**src/hdl/polyphase_fir_front_end_defines.svh**
```systemverilog
// Assertion macros shared by the filterbank front end.
`ifndef POLYPHASE_FIR_FRONT_END_DEFINES_SVH
`define POLYPHASE_FIR_FRONT_END_DEFINES_SVH

`ifndef SYNTHESIS
// Same-cycle implication, checked at every rising edge outside reset.
`define PFE_ASSERT_NOW(label, clk, rstn, ante, cons) \
    label: assert property (@(posedge clk) disable iff (!(rstn)) (ante) |-> (cons)) \
        else $error("pfe: check failed");
// Next-cycle implication, checked at every rising edge outside reset.
`define PFE_ASSERT_NEXT(label, clk, rstn, ante, cons) \
    label: assert property (@(posedge clk) disable iff (!(rstn)) (ante) |=> (cons)) \
        else $error("pfe: check failed");
`else
`define PFE_ASSERT_NOW(label, clk, rstn, ante, cons)
`define PFE_ASSERT_NEXT(label, clk, rstn, ante, cons)
`endif

`endif

```
**src/hdl/pfe_pkg.sv**
```systemverilog
package pfe_pkg;

    // Default filter geometry
    localparam int unsigned NTAPS_DEF = 8;
    localparam int unsigned NFFT_DEF  = 1024;

    // Field widths
    localparam int unsigned COEF_IDX_W = 13;
    localparam int unsigned COEF_W     = 16;
    localparam int unsigned SAMP_W     = 16;
    localparam int unsigned PROD_W     = 32;
    localparam int unsigned ACC_W      = 35;
    localparam int unsigned CHAN_OUT_W = 10;

    // Input tdata layout, lowest bit first
    localparam int unsigned COEF_IDX_LSB = 0;
    localparam int unsigned COEF_VAL_LSB = COEF_IDX_LSB + COEF_IDX_W;
    localparam int unsigned SAMP_RE_LSB  = COEF_VAL_LSB + COEF_W;
    localparam int unsigned SAMP_IM_LSB  = SAMP_RE_LSB + SAMP_W;
    localparam int unsigned IN_DATA_W    = 64;

    // Output tdata: filt_re, filt_im, channel
    localparam int unsigned OUT_DATA_W = 2 * ACC_W + CHAN_OUT_W;

    // tuser codes on the input side
    localparam logic FUNC_LOAD   = 1'b0;
    localparam logic FUNC_SAMPLE = 1'b1;

    // One tap issued to the memories, followed down the datapath
    typedef struct packed {
        logic vld;
        logic first;
        logic last;
        logic use_hist;
    } issue_t;

endpackage

```
**src/hdl/pfe_mac.sv**
```systemverilog
module pfe_mac (
    input  logic                                 aclk,
    input  logic                                 aresetn,
    input  pfe_pkg::issue_t                      iss,
    input  logic signed [pfe_pkg::COEF_W-1:0]    wt_rdata,
    input  logic [2*pfe_pkg::SAMP_W-1:0]         hist_rdata,
    input  logic signed [pfe_pkg::SAMP_W-1:0]    x_re,
    input  logic signed [pfe_pkg::SAMP_W-1:0]    x_im,
    output logic signed [pfe_pkg::ACC_W-1:0]     acc_re,
    output logic signed [pfe_pkg::ACC_W-1:0]     acc_im,
    output logic                                 acc_done
);
    import pfe_pkg::*;

    issue_t                   rd_reg;
    issue_t                   mul_reg;
    logic signed [SAMP_W-1:0] op_re;
    logic signed [SAMP_W-1:0] op_im;
    logic signed [PROD_W-1:0] prod_re;
    logic signed [PROD_W-1:0] prod_im;
    logic signed [PROD_W-1:0] mul_re_reg;
    logic signed [PROD_W-1:0] mul_im_reg;
    logic signed [ACC_W-1:0]  acc_re_reg;
    logic signed [ACC_W-1:0]  acc_im_reg;
    logic signed [ACC_W-1:0]  base_re;
    logic signed [ACC_W-1:0]  base_im;
    logic                     done_reg;

    // Align tap control with the registered memory read data
    always_ff @(posedge aclk) begin
        if (!aresetn) begin
            rd_reg  <= '0;
            mul_reg <= '0;
        end else begin
            rd_reg  <= iss;
            mul_reg <= rd_reg;
        end
    end

    // Pick the operand: newest sample on the last tap, history otherwise,
    // zero for frames not yet seen since reset
    always_comb begin
        if (rd_reg.last) begin
            op_re = x_re;
            op_im = x_im;
        end else if (rd_reg.use_hist) begin
            op_re = $signed(hist_rdata[SAMP_W-1:0]);
            op_im = $signed(hist_rdata[2*SAMP_W-1:SAMP_W]);
        end else begin
            op_re = '0;
            op_im = '0;
        end
        prod_re = wt_rdata * op_re;
        prod_im = wt_rdata * op_im;
    end

    // Register products
    always_ff @(posedge aclk) begin
        mul_re_reg <= prod_re;
        mul_im_reg <= prod_im;
    end

    // Accumulate; first tap restarts the sum
    always_comb begin
        base_re = mul_reg.first ? '0 : acc_re_reg;
        base_im = mul_reg.first ? '0 : acc_im_reg;
    end

    always_ff @(posedge aclk) begin
        if (mul_reg.vld) begin
            acc_re_reg <= base_re + ACC_W'(mul_re_reg);
            acc_im_reg <= base_im + ACC_W'(mul_im_reg);
        end
    end

    // Flag a finished sum until the next item starts issuing
    always_ff @(posedge aclk) begin
        if (!aresetn) begin
            done_reg <= 1'b0;
        end else if (iss.vld && iss.first) begin
            done_reg <= 1'b0;
        end else if (mul_reg.vld && mul_reg.last) begin
            done_reg <= 1'b1;
        end
    end

    assign acc_re   = acc_re_reg;
    assign acc_im   = acc_im_reg;
    assign acc_done = done_reg;

endmodule

```
**config.mk**
```make
export PLATFORM = sky130hd
export DESIGN_NAME = pfe_mac
export DESIGN_NICKNAME = d
export VERILOG_FILES = /design/src/hdl/polyphase_fir_front_end_defines.svh /design/src/hdl/pfe_pkg.sv /design/src/hdl/pfe_mac.sv
export SDC_FILE = /design/constraint.sdc
export NUM_CORES = 2
export LEC_CHECK = 0
export ABC_AREA = 1
export BUFFER_PORTS_ARGS = -buffer_cell sky130_fd_sc_hd__buf_2
export CAP_MARGIN = 10
export CORE_MARGIN = 10
export CORE_UTILIZATION = 45
export CTS_CLUSTER_SIZE = 10
export DETAILED_ROUTE_END_ITERATION = 7
export SETUP_SLACK_MARGIN = 0.2
export SYNTH_ARGS = -nofsm -noshare
export SYNTH_HDL_FRONTEND = slang
export SYNTH_SLANG_ARGS = --single-unit
```
**constraint.sdc**
```tcl
create_clock -name aclk -period 7.5 [get_ports aclk]
set_input_delay 1.5 -clock aclk [delete_from_list [all_inputs] [get_ports aclk]]
set_output_delay 1.5 -clock aclk [all_outputs]
set_load 0.1 [all_outputs]
```
==> qor.yml <==
floorplanning:
  pin_count: 157
  core_region_area_mm2: 0.06610
  die-area_mm2: 0.07773
  floorplan.die.width_um: 278.8
  initial_utilization_pct: 45.60
  rows: 94
  die_height_um: 278.8
power:
  finalPower_w: 0.01354
  power-per-cell-area_mw_per_mm2: 410.0
  leakage_nw: 18.31
  ir_drop_uv: 331.6
drt:
  post_drt_via_cell_ratio: 4.992
  routedWlPerCell_um: 17.78
  via_count: 25370
  drt_iter0_drc: 1752
  detail_route.first_pass.iterations: 5
  post-route-drc-count: 0
  postRouteAntennaNets: 0
  wl_mm: 90.37
logic_synthesis:
  postSynthAreaPerCell_um2: 7.514
  synthCells: 4011
  synth_area_mm2: 0.03014
  synth.distinct_cells: 42
  synth_top_area_share_pct: 34.94
  synth_area_leaders: "sky130_fd_sc_hd__fa_1 (35%), sky130_fd_sc_hd__inv_1 (13%), sky130_fd_sc_hd__nand2_1 (12%), sky130_fd_sc_hd__ha_1 (9.6%), sky130_fd_sc_hd__edfxtp_1 (7.0%)"
  yosys_warnings: 0
  synth-seq-cells: 142
  yosysTopAreaCell: "sky130_fd_sc_hd__fa_1"
  synth_edf_count: 70
  ys_seq_area_share_pct: 11.76
  async_s_r_ff_share_synth_pct: 0
  synthesis.nets: 4855
  synth_most_common_cell: "sky130_fd_sc_hd__inv_1"
  dominantRegCellSynth: "sky130_fd_sc_hd__dfxtp_1"
  post_synth_most_frequent_cells: "sky130_fd_sc_hd__inv_1 (1007), sky130_fd_sc_hd__nand2_1 (926), sky130_fd_sc_hd__nor2_1 (543)"
cts:
  clock-root-buffer: "sky130_fd_sc_hd__clkbuf_16"
  clk_transition_reported_paths_ns: 0.07
  cts.path.max_buffers: 2
  insertion_delay_to_the_later_sink_of_the_worst_skew_pair_ns: 0.45
  cts_htree_levels: 4
  cts_sinks: 142
  tritoncts.num_buffers: 17
  tritoncts: "built"
  post_cts_setup_buffer_count: 0
place:
  detailed_place_hpwl_mm: 77.03
  dpl_cells: 5050
  detailed_place.area_mm2: 0.03243
  gp_congestion: 0.9599
  count_of_input_and_output_buffers: 156
grt:
  grt_max_degree: 72
  grt_util_all_layers_pct: 23.67
  grt.overflow.total: 0
  grt_antenna_before_repair: 1
  grt_first_pass_wirelength_mm: 144.9
  grt_pass1_vias: 26234
sta:
  finalSetupViolCount: 0
  finalCritPeriodShare_pct: 91.67
  slew-limit-headroom_pct: 30.39
  post-route-min-period_ns: 6.875
  finalClockSkew_ns: 0.01898
  drv_slew: 0
  timing.setup.tns_ns: 0
  timing_worst_slew_pin_value_ns: 1.044
  rsz0062_at_grt: "false"
  report.final.hold_viol_count: 0
  maxClockFrequency_mhz: 145.4
cells_and_area:
  layout.cell_area.non_filler_mm2: 0.03303
  flow.area_growth_from_synthesis_pct: 9.573
  final-instance-count-excl-fill: 5082
  drive_above_1_share_pct: 7.966
  design.final.nets: 5049
  antenna-diode-count: 0
worst_setup_path:
  criticalPathCategory: "in -> reg"
  endpoint_kind: "register"
  rr_worst_depth: 23
  critPathArrivalTime_ns: 7.18
  worstSetupStartpointType: "input pin"
  critical_path_peak_fanout: 12
  required_ns: 7.80
  r2r_start: "rd_reg[1]$_SDFF_PN0_"
  reg2reg_setup_slack_ns: 0.73
  timing.rr.end: "mul_re_reg[31]$_DFF_P_"
worst_hold_path:
  whs_endpoint: "mul_reg[2]$_SDFF_PN0_"
  hold-path-cell-count: 2
  hp-start: "rd_reg[2]$_SDFF_PN0_"
  worst_hold_path_type: "reg -> reg"
job:
  maxCapViolations: 0
status:
  outcome: "finished, final reports clean"
==> area by class of cell <==
class	count	area [um2]
sequential	142	3551
clock inverter	12	130.1
multi-input combinational	2764	22390
tap	864	1081
timing repair buffer	257	1577
fill	6727	33070
clock buffer	20	457.9
inverter	1023	3842
==> cell families (layout without fill, tap and decap cells) <==
| group | Yosys count | count (layout) | share of synthesized area (%) |
|---|---|---|---|
| and+or+nand+nor | 1685 | 1685 | 22.20 |
| buffers and inverters | 1105 | 1312 | 13.97 |
| adders and majority gates | 758 | 758 | 44.57 |
| AOI/OAI and AO/OA | 237 | 237 | 5.065 |
| DFF | 142 | 142 | 11.76 |
| xor gates and xnor gates | 84 | 84 | 2.441 |
==> placed cells by master (no fill, tap or decap), drive strengths merged <==
| cell type | synthesis | layout |
|---|---|---|
| o22ai | 18 | 18 |
| clkbuf | 47 | 20 |
| nand2b | 1 | 1 |
| a31oi | 4 | 4 |
| o21a | 3 | 3 |
| nand3b | 7 | 7 |
| ha | 232 | 232 |
| nand2 | 926 | 926 |
| nor2b | 1 | 1 |
| or2 | 8 | 8 |
| nor2 | 546 | 546 |
| buf | 35 | 257 |
| a22oi | 11 | 11 |
| nand4 | 33 | 33 |
| a21oi | 118 | 118 |
| and2 | 1 | 1 |
| inv | 1018 | 1024 |
| xor2 | 69 | 69 |
| nor4 | 4 | 4 |
| nand3 | 126 | 126 |
| a21boi | 5 | 5 |
| fa | 526 | 526 |
| xnor2 | 15 | 15 |
| clkinvlp | 0 | 1 |
| bufinv | 0 | 2 |
| a21o | 8 | 8 |
| edfxtp | 70 | 70 |
| clkinv | 5 | 8 |
| dfxtp | 72 | 72 |
| nor3 | 32 | 32 |
| o21ai | 57 | 57 |
| o21bai | 13 | 13 |
==> worst max-delay path by stage <==
stage | startpoint | end | slack, ns
floorplan | x_im[1] | mul_im_reg[25]$_DFF_P_ | 0.71
global placement | wt_rdata[13] | mul_im_reg[23]$_DFF_P_ | 0.33
detailed placement | x_re[4] | mul_re_reg[24]$_DFF_P_ | 0.31
CTS | rd_reg[1]$_SDFF_PN0_ | mul_re_reg[31]$_DFF_P_ | 0.53
global route | rd_reg[1]$_SDFF_PN0_ | mul_re_reg[31]$_DFF_P_ | 0.29
finish | wt_rdata[13] | mul_im_reg[22]$_DFF_P_ | 0.62
==> layer usage <==
layer,wire (um),global-route usage (%),vias up
met5,18,0,-
met4,1872,5.351,2
met3,8264,6.047,102
met2,39440,36.71,838
met1,40780,32.81,12220
li1,-,-,12208
==> what timing repair did <==
item / in CTS / in global routing
gates resized for setup: 0 / 2
hold buffers: 0 / 0
setup endpoints to repair: 0 / 3
==> where the power goes <==
| part | switching, W | total, W | internal [W] |
|---|---|---|---|
| sequential | 0.000211 | 0.00148 | 0.00127 |
| combinational | 0.00736 | 0.0112 | 0.00382 |
| clock | 0.000378 | 0.000890 | 0.000512 |
==> through the flow <==
step	hold slack, ns	setup WS (ns)	util, %
4_1_cts	0.4177	0.5286	49.96
3_5_place_dp	0.4049	0.3084	49.07
2_1_floorplan	0.3905	0.7079	-
5_1_grt	0.4366	0.2863	49.96
3_3_place_gp	0.4027	0.3295	49.07
6_report	0.4111	0.6247	49.96
==> critical path, stage by stage <==
cell                       delay, ns
sky130_fd_sc_hd__buf_2          0.09
sky130_fd_sc_hd__clkinv_1       0.61
sky130_fd_sc_hd__nor2_1         0.36
sky130_fd_sc_hd__fa_1           0.48
sky130_fd_sc_hd__fa_1           0.49
sky130_fd_sc_hd__fa_1           0.44
sky130_fd_sc_hd__fa_1           0.52
sky130_fd_sc_hd__fa_1           0.55
sky130_fd_sc_hd__inv_1          0.05
sky130_fd_sc_hd__fa_1           0.48
sky130_fd_sc_hd__inv_1          0.04
sky130_fd_sc_hd__ha_1           0.41
sky130_fd_sc_hd__nand2_1        0.13
sky130_fd_sc_hd__nor2_1         0.15
sky130_fd_sc_hd__inv_1          0.09
sky130_fd_sc_hd__nor2_1         0.23
sky130_fd_sc_hd__nand4_1        0.24
sky130_fd_sc_hd__nand4_1        0.16
sky130_fd_sc_hd__nand2_1        0.13
Power figures use the tool's default switching activity.
