**src/hdl/polyphase_fir_front_end_defines.svh**
```systemverilog
// Assertion macros shared by the filterbank front end.
`ifndef POLYPHASE_FIR_FRONT_END_DEFINES_SVH
`define POLYPHASE_FIR_FRONT_END_DEFINES_SVH

`ifndef SYNTHESIS
// Same-cycle implication, checked at every rising edge outside reset.
`define PFE_ASSERT_NOW(label, clk, rstn, ante, cons) \
    label: assert property (@(posedge clk) disable iff (!(rstn)) (ante) |-> (cons)) \
        else $error("pfe: check failed");
// Next-cycle implication, checked at every rising edge outside reset.
`define PFE_ASSERT_NEXT(label, clk, rstn, ante, cons) \
    label: assert property (@(posedge clk) disable iff (!(rstn)) (ante) |=> (cons)) \
        else $error("pfe: check failed");
`else
`define PFE_ASSERT_NOW(label, clk, rstn, ante, cons)
`define PFE_ASSERT_NEXT(label, clk, rstn, ante, cons)
`endif

`endif

```
**src/hdl/pfe_pkg.sv**
```systemverilog
package pfe_pkg;

    // Default filter geometry
    localparam int unsigned NTAPS_DEF = 8;
    localparam int unsigned NFFT_DEF  = 1024;

    // Field widths
    localparam int unsigned COEF_IDX_W = 13;
    localparam int unsigned COEF_W     = 16;
    localparam int unsigned SAMP_W     = 16;
    localparam int unsigned PROD_W     = 32;
    localparam int unsigned ACC_W      = 35;
    localparam int unsigned CHAN_OUT_W = 10;

    // Input tdata layout, lowest bit first
    localparam int unsigned COEF_IDX_LSB = 0;
    localparam int unsigned COEF_VAL_LSB = COEF_IDX_LSB + COEF_IDX_W;
    localparam int unsigned SAMP_RE_LSB  = COEF_VAL_LSB + COEF_W;
    localparam int unsigned SAMP_IM_LSB  = SAMP_RE_LSB + SAMP_W;
    localparam int unsigned IN_DATA_W    = 64;

    // Output tdata: filt_re, filt_im, channel
    localparam int unsigned OUT_DATA_W = 2 * ACC_W + CHAN_OUT_W;

    // tuser codes on the input side
    localparam logic FUNC_LOAD   = 1'b0;
    localparam logic FUNC_SAMPLE = 1'b1;

    // One tap issued to the memories, followed down the datapath
    typedef struct packed {
        logic vld;
        logic first;
        logic last;
        logic use_hist;
    } issue_t;

endpackage

```
**src/hdl/pfe_ctrl.sv**
```systemverilog
`include "polyphase_fir_front_end_defines.svh"

module pfe_ctrl #(
    parameter int unsigned NTAPS = pfe_pkg::NTAPS_DEF,
    parameter int unsigned NFFT  = pfe_pkg::NFFT_DEF
) (
    input  logic                                   aclk,
    input  logic                                   aresetn,
    input  logic                                   s_tvalid,
    output logic                                   s_tready,
    input  logic [pfe_pkg::IN_DATA_W-1:0]          s_tdata,
    input  logic                                   s_tuser,
    output logic                                   m_tvalid,
    input  logic                                   m_tready,
    output logic [pfe_pkg::OUT_DATA_W-1:0]         m_tdata,
    output logic                                   m_tlast,
    output logic                                   wt_we,
    output logic [$clog2(NTAPS*NFFT)-1:0]          wt_waddr,
    output logic [pfe_pkg::COEF_W-1:0]             wt_wdata,
    output logic [$clog2(NTAPS*NFFT)-1:0]          wt_raddr,
    output logic                                   hist_we,
    output logic [$clog2((NTAPS-1)*NFFT)-1:0]      hist_waddr,
    output logic [2*pfe_pkg::SAMP_W-1:0]           hist_wdata,
    output logic [$clog2((NTAPS-1)*NFFT)-1:0]      hist_raddr,
    output pfe_pkg::issue_t                        iss,
    output logic signed [pfe_pkg::SAMP_W-1:0]      x_re,
    output logic signed [pfe_pkg::SAMP_W-1:0]      x_im,
    input  logic signed [pfe_pkg::ACC_W-1:0]       acc_re,
    input  logic signed [pfe_pkg::ACC_W-1:0]       acc_im,
    input  logic                                   acc_done
);
    import pfe_pkg::*;

    localparam int unsigned HIST_FRAMES = NTAPS - 1;
    localparam int unsigned HIST_DEPTH  = HIST_FRAMES * NFFT;
    localparam int unsigned WT_DEPTH    = NTAPS * NFFT;
    localparam int unsigned CHAN_W      = $clog2(NFFT);
    localparam int unsigned HA_W        = $clog2(HIST_DEPTH);
    localparam int unsigned WA_W        = $clog2(WT_DEPTH);
    localparam int unsigned TAP_W       = $clog2(NTAPS);

    localparam logic [1:0] ST_IDLE  = 2'd0;
    localparam logic [1:0] ST_ISSUE = 2'd1;
    localparam logic [1:0] ST_DRAIN = 2'd2;

    logic [1:0]               state_reg, state_next;
    logic [TAP_W-1:0]         tap_reg, tap_next;
    logic [CHAN_W-1:0]        chan_reg, chan_next;
    logic [HA_W-1:0]          hbase_reg, hbase_next;
    logic [TAP_W-1:0]         frames_reg, frames_next;
    logic [WA_W-1:0]          wptr_reg, wptr_next;
    logic [HA_W-1:0]          hptr_reg, hptr_next;
    logic signed [SAMP_W-1:0] x_re_reg;
    logic signed [SAMP_W-1:0] x_im_reg;
    logic                     m_tvalid_reg, m_tvalid_next;
    logic [OUT_DATA_W-1:0]    m_tdata_reg;
    logic                     m_tlast_reg;

    logic                     accept;
    logic                     smp_accept;
    logic [COEF_IDX_W-1:0]    f_coef_idx;
    logic [COEF_W-1:0]        f_coef_val;
    logic [SAMP_W-1:0]        f_re;
    logic [SAMP_W-1:0]        f_im;
    logic                     tap_last;
    logic                     hist_ok;
    logic                     chan_last;
    logic                     emit;
    logic [HA_W:0]            hsum;
    logic [HA_W:0]            bsum;
    logic [31:0]              chan_wide;

    // Unpack the input transfer
    assign f_coef_idx = s_tdata[COEF_IDX_LSB +: COEF_IDX_W];
    assign f_coef_val = s_tdata[COEF_VAL_LSB +: COEF_W];
    assign f_re       = s_tdata[SAMP_RE_LSB +: SAMP_W];
    assign f_im       = s_tdata[SAMP_IM_LSB +: SAMP_W];

    assign s_tready   = (state_reg == ST_IDLE);
    assign accept     = s_tvalid && s_tready;
    assign smp_accept = accept && (s_tuser == FUNC_SAMPLE);

    // Coefficient load goes straight into the weight store
    assign wt_we    = accept && (s_tuser == FUNC_LOAD) && (32'(f_coef_idx) < WT_DEPTH);
    assign wt_waddr = WA_W'(f_coef_idx);
    assign wt_wdata = f_coef_val;

    // Tap issue
    assign tap_last  = (tap_reg == TAP_W'(NTAPS - 1));
    assign hist_ok   = (({1'b0, frames_reg} + {1'b0, tap_reg}) >= (TAP_W + 1)'(NTAPS - 1));
    assign chan_last = (chan_reg == CHAN_W'(NFFT - 1));

    always_comb begin
        iss.vld      = (state_reg == ST_ISSUE);
        iss.first    = (tap_reg == '0);
        iss.last     = tap_last;
        iss.use_hist = !tap_last && hist_ok;
    end

    assign wt_raddr   = wptr_reg;
    assign hist_raddr = hptr_reg;

    // Overwrite the oldest frame's entry once its read is issued
    assign hist_we    = (state_reg == ST_ISSUE) && tap_last;
    assign hist_waddr = hbase_reg + HA_W'(chan_reg);
    assign hist_wdata = {x_im_reg, x_re_reg};

    assign x_re = x_re_reg;
    assign x_im = x_im_reg;

    // Ring pointer steps, wrapped at the history depth
    always_comb begin
        hsum = {1'b0, hptr_reg} + (HA_W + 1)'(NFFT);
        if (hsum >= (HA_W + 1)'(HIST_DEPTH)) begin
            hsum = hsum - (HA_W + 1)'(HIST_DEPTH);
        end
        bsum = {1'b0, hbase_reg} + (HA_W + 1)'(NFFT);
        if (bsum >= (HA_W + 1)'(HIST_DEPTH)) begin
            bsum = '0;
        end
    end

    assign emit      = (state_reg == ST_DRAIN) && acc_done && (!m_tvalid_reg || m_tready);
    assign chan_wide = 32'(chan_reg);

    // Sequencer
    always_comb begin
        state_next    = state_reg;
        tap_next      = tap_reg;
        chan_next     = chan_reg;
        hbase_next    = hbase_reg;
        frames_next   = frames_reg;
        wptr_next     = wptr_reg;
        hptr_next     = hptr_reg;
        m_tvalid_next = m_tvalid_reg;
        if (m_tready) begin
            m_tvalid_next = 1'b0;
        end
        unique case (state_reg)
            ST_IDLE: begin
                if (smp_accept) begin
                    tap_next   = '0;
                    wptr_next  = WA_W'(chan_reg);
                    hptr_next  = hbase_reg + HA_W'(chan_reg);
                    state_next = ST_ISSUE;
                end
            end
            ST_ISSUE: begin
                tap_next  = tap_reg + 1'b1;
                wptr_next = wptr_reg + WA_W'(NFFT);
                hptr_next = hsum[HA_W-1:0];
                if (tap_last) begin
                    state_next = ST_DRAIN;
                end
            end
            ST_DRAIN: begin
                if (emit) begin
                    m_tvalid_next = 1'b1;
                    state_next    = ST_IDLE;
                    if (chan_last) begin
                        chan_next  = '0;
                        hbase_next = bsum[HA_W-1:0];
                        if (frames_reg != TAP_W'(HIST_FRAMES)) begin
                            frames_next = frames_reg + 1'b1;
                        end
                    end else begin
                        chan_next = chan_reg + 1'b1;
                    end
                end
            end
            default: begin
                state_next = ST_IDLE;
            end
        endcase
    end

    always_ff @(posedge aclk) begin
        if (!aresetn) begin
            state_reg    <= ST_IDLE;
            tap_reg      <= '0;
            chan_reg     <= '0;
            hbase_reg    <= '0;
            frames_reg   <= '0;
            wptr_reg     <= '0;
            hptr_reg     <= '0;
            m_tvalid_reg <= 1'b0;
        end else begin
            state_reg    <= state_next;
            tap_reg      <= tap_next;
            chan_reg     <= chan_next;
            hbase_reg    <= hbase_next;
            frames_reg   <= frames_next;
            wptr_reg     <= wptr_next;
            hptr_reg     <= hptr_next;
            m_tvalid_reg <= m_tvalid_next;
        end
    end

    // Hold the sample for the whole item; load the result on emit
    always_ff @(posedge aclk) begin
        if (smp_accept) begin
            x_re_reg <= $signed(f_re);
            x_im_reg <= $signed(f_im);
        end
        if (emit) begin
            m_tdata_reg <= {chan_wide[CHAN_OUT_W-1:0], acc_im, acc_re};
            m_tlast_reg <= chan_last;
        end
    end

    assign m_tvalid = m_tvalid_reg;
    assign m_tdata  = m_tdata_reg;
    assign m_tlast  = m_tlast_reg;

    `PFE_ASSERT_NOW(a_wt_port_excl, aclk, aresetn, wt_we, !iss.vld)
    `PFE_ASSERT_NEXT(a_sample_starts, aclk, aresetn, smp_accept, (state_reg == ST_ISSUE) && (tap_reg == '0))
    `PFE_ASSERT_NEXT(a_frame_wrap, aclk, aresetn, emit && chan_last, (chan_reg == '0) && m_tlast)

endmodule

```
**config.mk**
```make
export PLATFORM = sky130hd
export DESIGN_NAME = pfe_ctrl
export DESIGN_NICKNAME = d
export VERILOG_FILES = /design/src/hdl/pfe_pkg.sv /design/src/hdl/pfe_ctrl.sv
export VERILOG_INCLUDE_DIRS = /design/src /design/src/hdl
export SDC_FILE = /design/constraint.sdc
export NUM_CORES = 1
export LEC_CHECK = 0
export BUFFER_PORTS_ARGS = -buffer_cell sky130_fd_sc_hd__buf_4
export CAP_MARGIN = 0
export CORE_AREA = 3 3 138 140
export DETAILED_ROUTE_END_ITERATION = 6
export DIE_AREA = 0 0 141 143
export PLACE_DENSITY_LB_ADDON = 0.05
export SYNTH_ARGS = -nofsm -noshare
export SYNTH_HDL_FRONTEND = slang
export SYNTH_SLANG_ARGS = --single-unit
export TNS_END_PERCENT = 100
```
**constraint.sdc**
```tcl
create_clock -name aclk -period 4 [get_ports aclk]
set_input_delay 0.8 -clock aclk [delete_from_list [all_inputs] [get_ports aclk]]
set_output_delay 0.8 -clock aclk [all_outputs]
set_load 0.01 [all_outputs]
```
==> impl.org <==
** Worst setup path
- STA puts the critical path data required time at 3200 ps.
- Category of the worst setup path launch point :: flop
- The setup path with the least slack is of type reg2out.
- Largest fanout on the critical path :: 12
- STA classifies the critical path endpoint as an output pin.
- STA puts the critical path data arrival time at 2080 ps.

** Global routing
- Vias in the first global route :: 4066
- The number of antenna violations at the first check in global routing was 0.
- Largest net degree at the start of global routing :: 47
- Across every metal layer, demand over resource in global routing totals 0.148.
- First-pass GRT wire length :: 22.8 mm
- Global routing finished with a remaining overflow of 0.

** Yosys
- After synthesis the cells add up to 0.00617 mm².
- Distinct cell type count after synthesis :: 46
- Synth Flop Type :: edfxtp_1
- Counting every net in the synthesized netlist gives 611.
- Sorting the synthesized cells by area gives the leading types as edfxtp_1 (55%), dfxtp_1 (16%), buf_4 (7.9%), ha_1 (3.0%), a21oi_1 (2.9%).
- Syn Area/Cell :: 13.6 µm²
- Number of synthesized register bits :: 161
- Count of flip-flops with a built-in enable after synthesis :: 113
- The largest total area in the synthesized netlist belongs to edfxtp_1.
- Sorting the synthesized cells by how often they occur yields edfxtp_1 (113), buf_4 (65), dfxtp_1 (48).
- Of the post-synthesis cell area, the dominant cell type holds 0.550.
- edfxtp_1 is the most common cell in the netlist.
- Part of the Yosys area used for sequential elements :: 0.705
- In the synthesized netlist the async set-or-reset flop fraction comes to 0.
- Synthesis warning total :: 0
- Post-synthesis instance total :: 455

** Clock network
- At the later pin of the worst-skew pair, clock insertion delay measures 420 ps.
- Number of buffers created by CTS :: 17
- Clock tree from TritonCTS :: yes
- In this run, post-CTS repair resized a total of 0 instances.
- Num Clock Sinks :: 161
- Post-CTS timing repair inserted 0 buffers for setup.
- Clock tree root buffer cell :: clkbuf_16
- Clock Pin Slew Worst Setup and Hold Paths :: 60 ps
- The longest clock path from root to sink contains 2 buffers.
- After clock tree synthesis, the flow added hold-fix buffers numbering 0.
- Number of levels in the clock H-tree :: 4

** Placed design
- In this run the cell area measured after placement is 0.00817 mm².
- Summed over all nets, the half-perimeter wirelength after detailed placement is 11.8 mm.
- Placed Cells incl. Taps :: 902
- During placement, the flow inserted port buffers numbering 299.
- GP Congestion :: 0.772

** Timing
- Tightest slew margin relative to the limit :: 0.375
- Slew Viols, Final :: 0
- Based on the critical path, the design can be clocked at up to 347 MHz.
- Hold is met by 458 ps.
- Setup repair after global routing left no endpoint under its margin.
- Clock skew after layout :: 7.91 ps
- Setup violations remaining at the end of the flow were counted as 0.
- Final Hold Vio Count :: 0
- Of the available clock period, the critical path in the final layout requires 0.721.
- Aggregate negative setup slack :: 0 ps
- Worst-margin pin slew :: 936 ps
- Final critical delay including setup and external delays :: 2880 ps

** Floorplan
- For this configuration, the core starts out at a cell density of 0.344.
- The floorplan step defined a core boundary enclosing 0.0180 mm².
- Number of rows created at floorplan :: 49
- 361 I/O pins were placed.
- Area enclosed by the die boundary :: 0.0202 mm²
- Die width :: 141 µm
- The die is 143 µm tall.

** Final layout
- In the final design database the tool counted 848 nets.
- Final Cell Area :: 0.00875 mm²
- The number of antenna diodes in the final layout is 0.
- Max FFs per register :: 80
- In the final layout, the share of cells above drive strength 1 is 0.489.
- Area Growth Syn to Fin :: 41.7%
- Counting the fill cells in the layout gives 1683.
- The count of cells in the finished layout, fillers not included, comes to 934.

** Detailed routing
- Via Count :: 4200
- The first detailed-routing pass took 4 iterations.
- Dividing the detail-routed wire length by the instance count gives 16.7 µm.
- For this block, the routed nets add up to 15.6 mm of wire.
- Using the TritonRoute via totals, the vias-per-cell ratio works out to 4.50.
- Violation count after the first detailed-route iteration :: 147
- In the routed design, unresolved DRC markers number 0.
- Once detail routing completed, the nets flagged for antenna violations numbered 0.

** Min path
- Hold Path Class :: reg2reg

** Pwr
- The analysis attributes to cell leakage a power of 3.62 nW.
- For this design the ratio of total power to cell area is 414 mW/mm².
- IR analysis of the VDD net gives a maximum drop of 0.285 mV.

** Outcome
- Status :: completed

** Flow run
- Max-cap viol count :: 0
## worst paths after layout
path	start	endpoint	slack, ps	cells after the start
max	state_reg[1]	hist_we	1120	4
min reg2reg	wt_raddr[8]	wt_raddr[8]	460	2
max reg2reg	m_tvalid	m_tdata[32]	1740	4
min	wt_raddr[8]	wt_raddr[8]	460	2
## placed cells by master (no fill, tap or decap), drive strengths merged, types with 2 or more instances in the layout
cell / instances
nor2b: 2
xor2: 6
dfxtp: 48
a21oi: 36
nand2b: 2
a211oi: 3
ha: 15
bufinv: 2
or3: 5
clkinvlp: 2
or2b: 2
nor3b: 2
buf: 304
o31ai: 5
inv: 11
xnor2: 6
a31oi: 2
o21ai: 4
nand4: 5
nor2: 15
nor4: 4
nand3: 18
nand2: 46
nor3: 3
clkinv: 10
or2: 3
clkbuf: 17
edfxtp: 113
## per-stage QoR
| stage | util | total power, W | worst slack, ps |
|---|---|---|---|
| 2_1_floorplan | - | 0.00196 | 216 |
| 4_1_cts | 0.487 | 0.00367 | 1090 |
| 3_5_place_dp | 0.455 | 0.00207 | 1140 |
| 6_report | 0.487 | 0.00362 | 1120 |
| 3_3_place_gp | 0.455 | 0.00206 | 1190 |
| 5_1_grt | 0.487 | 0.00375 | 938 |
## metal layers
layer  part of all wire  wire length (µm)  GRT usage  up-vias
li1                   -                 -          -     2024
met1               0.38              5960      0.170     1988
met2               0.54              8400      0.259      144
met3              0.053               831     0.0365       44
met4              0.028               437     0.0699        0
met5                  0                 0          0        -
## report_power, final
group	internal (W)	switching [W]
registers	0.00181	0.0000164
clock network	0.000924	0.000670
logic	0.000119	0.0000861
## area by class of cell
cell class,count,area (µm²),share of cell area
clock buffers,17,425,0.0486
clock inverters,15,158,0.0180
inverters,10,38.8,0.00443
multi-input cells,198,1200,0.138
flip-flops and latches,161,4350,0.498
well taps,229,287,0.0328
repair buffers,304,2280,0.261
## cells by family (layout without fill, tap and decap cells)
logic type / after synthesis / after routing / share of synthesized area
AND/OR/NAND/NOR: 112 / 112 / 0.0888
adder cells (fa/ha/maj): 16 / 16 / 0.0336
AO/OA/AOI/OAI: 56 / 56 / 0.0521
XOR/XNOR: 12 / 12 / 0.0170
flip-flops: 161 / 161 / 0.705
buffers and inverters: 96 / 346 / 0.0997
multiplexers: 2 / 2 / 0.00345
## worst max-delay path: stages (launching register included)
cell and delay [ps]:
dfxtp_1 370, nand2b_1 430, clkinv_1 400, and2_1 310, buf_4 150
Power figures use the tool's default switching activity.
